==> src/rtl/core/iou_pkg.sv <==
`timescale 1ns / 1ps
`default_nettype none
package iou_pkg;

  localparam int IN_TDATA_W  = 144;
  localparam int OUT_TDATA_W = 104;

  localparam logic [29:0] LN2_Q30   = 30'd744261118;
  localparam logic [30:0] LOG2E_Q30 = 31'd1549082005;
  localparam logic [23:0] LOSS_MAX  = 24'hFFFFFF;

  typedef struct packed {
    logic signed [17:0] lt;
    logic signed [17:0] pr;
    logic signed [17:0] mi;
    logic               gt;
  } lane_out_t;

  function automatic logic [63:0] isqrt64(input logic [63:0] v);
    logic [63:0] val;
    logic [63:0] res;
    logic [63:0] bt;
    val = v;
    res = '0;
    bt  = 64'h4000_0000_0000_0000;
    for (int i = 0; i < 32; i++) begin
      if (bt > val) bt = bt >> 2;
    end
    for (int i = 0; i < 32; i++) begin
      if (bt != 64'd0) begin
        if (val >= res + bt) begin
          val = val - (res + bt);
          res = (res >> 1) + bt;
        end else begin
          res = res >> 1;
        end
        bt = bt >> 2;
      end
    end
    return res;
  endfunction

  // 2^30 * 2^(-2^-k)
  function automatic logic [29:0] pow_tab_f(input int k);
    logic [63:0] e;
    e = 64'd1 << 29;
    for (int j = 1; j <= 20; j++) begin
      if (j <= k) e = isqrt64(e << 30);
    end
    return e[29:0];
  endfunction

endpackage
`default_nettype wire

==> src/rtl/core/iou_div.sv <==
`timescale 1ns / 1ps
`default_nettype none
module iou_div (
  input  wire logic               clk,
  input  wire logic               en,
  input  wire logic        [32:0] num_i,
  input  wire logic               neg_i,
  input  wire logic        [33:0] den_i,
  output logic signed      [18:0] q_o
);
  import iou_pkg::*;

  logic [50:0] nn;
  logic [34:0] rem_r [0:18];
  logic [17:0] nb_r  [0:18];
  logic [33:0] dd_r  [0:18];
  logic [17:0] q_r   [0:18];
  logic        sg_r  [0:18];

  // rounded numerator, quotient known to fit 18 bits
  assign nn = (51'(num_i) << 16) + 51'(den_i >> 1);

  always_ff @(posedge clk) begin
    if (en) begin
      rem_r[0] <= 35'(nn[50:18]);
      nb_r[0]  <= nn[17:0];
      dd_r[0]  <= den_i;
      q_r[0]   <= '0;
      sg_r[0]  <= neg_i;
    end
  end

  for (genvar k = 1; k <= 18; k++) begin : g_step
    logic [35:0] cand;
    logic        ge;
    assign cand = {rem_r[k-1], nb_r[k-1][17]};
    assign ge   = cand >= 36'(dd_r[k-1]);
    always_ff @(posedge clk) begin
      if (en) begin
        rem_r[k] <= ge ? 35'(cand - 36'(dd_r[k-1])) : cand[34:0];
        nb_r[k]  <= {nb_r[k-1][16:0], 1'b0};
        dd_r[k]  <= dd_r[k-1];
        q_r[k]   <= {q_r[k-1][16:0], ge};
        sg_r[k]  <= sg_r[k-1];
      end
    end
  end

  assign q_o = sg_r[18] ? -$signed({1'b0, q_r[18]}) : $signed({1'b0, q_r[18]});

endmodule
`default_nettype wire

==> config.mk <==
export PLATFORM = sky130hd
export DESIGN_NAME = iou_div
export DESIGN_NICKNAME = d
export VERILOG_FILES = /design/src/rtl/core/iou_pkg.sv /design/src/rtl/core/iou_div.sv
export SDC_FILE = /design/constraint.sdc
export NUM_CORES = 2
export LEC_CHECK = 0
export BUFFER_PORTS_ARGS = -buffer_cell sky130_fd_sc_hd__buf_2
export CAP_MARGIN = 10
export CORE_MARGIN = 2
export CORE_UTILIZATION = 45
export CTS_BUF_LIST = sky130_fd_sc_hd__clkbuf_2
export DETAILED_ROUTE_END_ITERATION = 8
export HOLD_SLACK_MARGIN = 0.02
export PLACE_DENSITY_LB_ADDON = 0.15
export REMOVE_ABC_BUFFERS = 1
export SYNTH_ARGS = -nofsm -noshare
export SYNTH_HDL_FRONTEND = slang
export SYNTH_SLANG_ARGS = --single-unit
==> constraint.sdc <==
create_clock -name clk -period 4.56 [get_ports clk]
set_input_delay 0.456 -clock clk [delete_from_list [all_inputs] [get_ports clk]]
set_output_delay 0.456 -clock clk [all_outputs]
set_load 0.02 [all_outputs]
==> summary.md <==
| Metric | Value |
|---|---|
| Final #Nets | `9310` |
| Leak | `39.7 nW` |
| RePlAce Congestion | `0.970` |
| Family with the most delay on the worst path | `simple AND/OR/NAND/NOR gates` |
| # fillers | `16.7k` |
| Minimum clock period | `4660 ps` |
| Crit Path Class | `reg2out` |
| Worst IR Drop VDD | `345 µV` |
| Post-DP Area | `0.0885 mm²` |
| # rows | `158` |
| R2R cell count | `13` |
| Skew-Pair Late Insertion Delay | `1880 ps` |
| Status | `complete, but fails checks` |
| Post-synth EDFFs | `1432` |
| Comb power frac | `0.504` |
| Multiplexer share of the synthesized area | `0.0122` |
| R2R Setup Slk | `250 ps` |
| Clock-pin transition on the worst setup and hold timing paths | `120 ps` |
| Via density | `5.42` |
| Die footprint | `0.190 mm²` |
| Total GRT Usage | `0.227` |
| Routed Antenna Nets | `0` |
| Slowest stage delay, CP | `550 ps` |
| Maxcap violations | `0` |
| Syn_area_per_cell | `10.6 µm²` |
| Fin area | `0.0944 mm²` |
| Global-route wire length before repair | `338000 µm` |
| Flops & latches, synth | `1432` |
| Final core occ | `0.509` |
| Synth Instances | `7899` |
| Fmax | `214 MHz` |
| Final setup fails | `6` |
| Crit start category | `flip-flop` |
| CP max FO | `4` |
| Mapped cell area | `0.0839 mm²` |
| Ys async rst share | `0` |
| Primary FF master, synth | `edfxtp_1` |
| Pre-antenna DRT Iters | `6` |
| Crit. End Element | `output pin` |
| CTS buffer count | `404` |
| Netlist cell types | `88` |
| Overflow after GRT | `0` |
| Post-synthesis xor/xnor area fraction | `0.0569` |
| Hold Path Sink | `dd_r[0][27]` |
| Share of layout cells above drive strength 1 | `0.118` |
| CORE AREA | `0.185 mm²` |
| Failing checks | `negative setup slack` |
| RSZ-0062 raised after global routing | `yes` |
| Crit-path slowest cell | `or4_4` |
| Sw frac | `0.412` |
| Residual DRC | `0` |
| H-tree lvl count | `5` |
| Port Buffers | `88` |
| Minimum hold slack | `350 ps` |
| Buffers and inverters on the worst path | `1` |
| End of the worst register-to-register path | `rem_r[17][34]` |
| I/O pin cnt | `89` |
| Total power | `0.0614 W` |
| Drt first-iter violations | `2686` |
| Synth Area in Adders | `0.0981` |
| Clock tree buffer depth | `4` |
| Critical Path AT | `4210 ps` |
| Clock network fraction of total power | `0.148` |
| Min-Delay Path Depth | `4` |
| Sequential share of power | `0.349` |
| Die W | `436 µm` |
| TritonCTS clock tree | `done` |
| Critical Path RT | `4100 ps` |
| Final Hold Fails | `0` |
| Setup ws final | `-104 ps` |
| P_int | `0.0361 W` |
| PwrDens | `650 mW/mm²` |
| Simple-Gate Fraction of Synth Area | `0.105` |
| Largest net degree at the start of global routing | `117` |
| Worst r2r src | `dd_r[16][0]` |
| Yosys warning total | `0` |
| Clock sink count | `1432` |
| Worst hold path startpoint | `en` |
| Root buffer cell | `clkbuf_2` |
| Wire per inst | `19.2 µm` |
| Synth Area in Compound Gates | `0.170` |
| Largest family of logic cells by synthesized area | `compound AO/OA/AOI/OAI gates` |
| Die Y | `436 µm` |
| WL final | `218000 µm` |
| Syn-to-layout area delta | `12.5%` |
| Post-Route Skew | `111 ps` |
| HPWL Detailed | `166000 µm` |
| Initial Util | `0.453` |
| Initial antenna violation count | `4` |
| Vias | `61.6k` |
| Max Slew Vio Count | `0` |
| Relative max-transition margin | `0.153` |
| Final period util | `1.02` |
| CP most frequent cell | `or4_4` |
| Sw power | `0.0253 W` |
| Worst-Margin Slew | `1270 ps` |
| Hold crit path type | `in2reg` |
| Vias in the first global route | `65.6k` |
| Register area share after synthesis | `0.513` |
| CP Cell Sequence | `or4_4, or3_4, or4_4, o41ai_4, xnor2_1, buf_4` |
-- per-layer routing --
layer | vias to the layer above | GRT usage | part of all wire
met5 | - | 0 | 0
met4 | 0 | 0.168 | 0.074
met3 | 691 | 0.0368 | 0.033
met2 | 1503 | 0.469 | 0.58
met1 | 29000 | 0.186 | 0.32
li1 | 30400 | - | -
-- synthesized netlist by cell type (all sizes together), types with 126 or more instances --
cell type	count	area (µm²)
a21o	364	2730
a21oi	757	3810
clkbuf	187	702
edfxtp	1432	43000
ha	629	7870
inv	774	2910
nand2	632	2370
nand3	126	631
nor2	471	1770
o21ai	572	2860
xnor2	304	2660
xor2	241	2110
-- final cells by class --
type,instances,area (µm²),area share
clock buffers,575,2880,0.0305
repair buffers,518,4660,0.0494
well taps,2480,3100,0.0329
flip-flops and latches,1432,43000,0.456
diodes,6,15.0,0.000159
clock inverters,120,598,0.00634
multi-input cells,5462,37200,0.394
inverters,775,2910,0.0308
-- through the flow --
step	worst slack, ps	setup TNS (ps)	cells
after floorplan	-606	-27220	7669
after CTS	-467	-3400	11400
after global routing	-468	-2460	11400
after detailed placement	261	0	10400
final	-104	-357	11400
after global placement	283	0	10400
-- cells in the final DEF, fill, tap and decap left out, types with 64 or more instances in the layout --
master	instances
a21o_1	363
a21oi_1	752
a31oi_1	79
and3_1	81
buf_2	84
buf_4	177
clkbuf_2	575
clkinv_1	103
dlygate4sd3_1	222
edfxtp_1	1432
ha_1	629
inv_1	772
mux2_2	80
nand2_1	631
nand2b_1	88
nand3_1	126
nand4_1	107
nor2_1	469
nor2b_1	86
nor3_1	101
o21a_1	64
o21ai_0	565
o21bai_1	108
xnor2_1	304
xor2_1	241
-- worst min-delay path, cell delays in order --
cell	delay, ps
dlygate4sd3_1	530
dlygate4sd3_1	590
buf_12	140
buf_16	250
-- logic make-up after synthesis --
| logic type | after synthesis |
|---|---|
| compound gates | 2304 |
| xor+xnor | 545 |
| fa+ha+maj | 647 |
| buf+inv | 1005 |
| flops | 1432 |
| mux | 91 |
| simple gates | 1875 |
-- power groups by stage --
stage	logic, W	clock network [W]	registers, W
2_1_floorplan	0.0218	0	0.0210
3_3_place_gp	0.0302	0	0.0217
3_5_place_dp	0.0305	0	0.0217
4_1_cts	0.0308	0.00955	0.0214
5_1_grt	0.0342	0.0102	0.0218
6_report	0.0309	0.00905	0.0214
-- worst max path at each step --
stage	from	end	cells after the start
floorplan	dd_r[14][4]	rem_r[15][33]	13
global placement	dd_r[3][15]	rem_r[4][6]	16
detailed placement	dd_r[3][15]	rem_r[4][34]	14
CTS	q_r[18][5]	q_o[14]	6
global route	q_r[18][5]	q_o[16]	6
finish	q_r[18][5]	q_o[14]	6
-- registers in the layout, summed over array words and instances, names as in the netlist --
name / cells
rem_r: 627
dd_r: 612
q_r: 171
sg_r: 19
nb_r: 3
-- repair_timing --
item,CTS,global route
resized for setup,10,10
setup endpoints to repair,11,41
pin swaps,1,0
hold buffers,224,0
endpoints found under the hold margin,1501,0
setup buffers,3,0
Power figures use the tool's default switching activity.
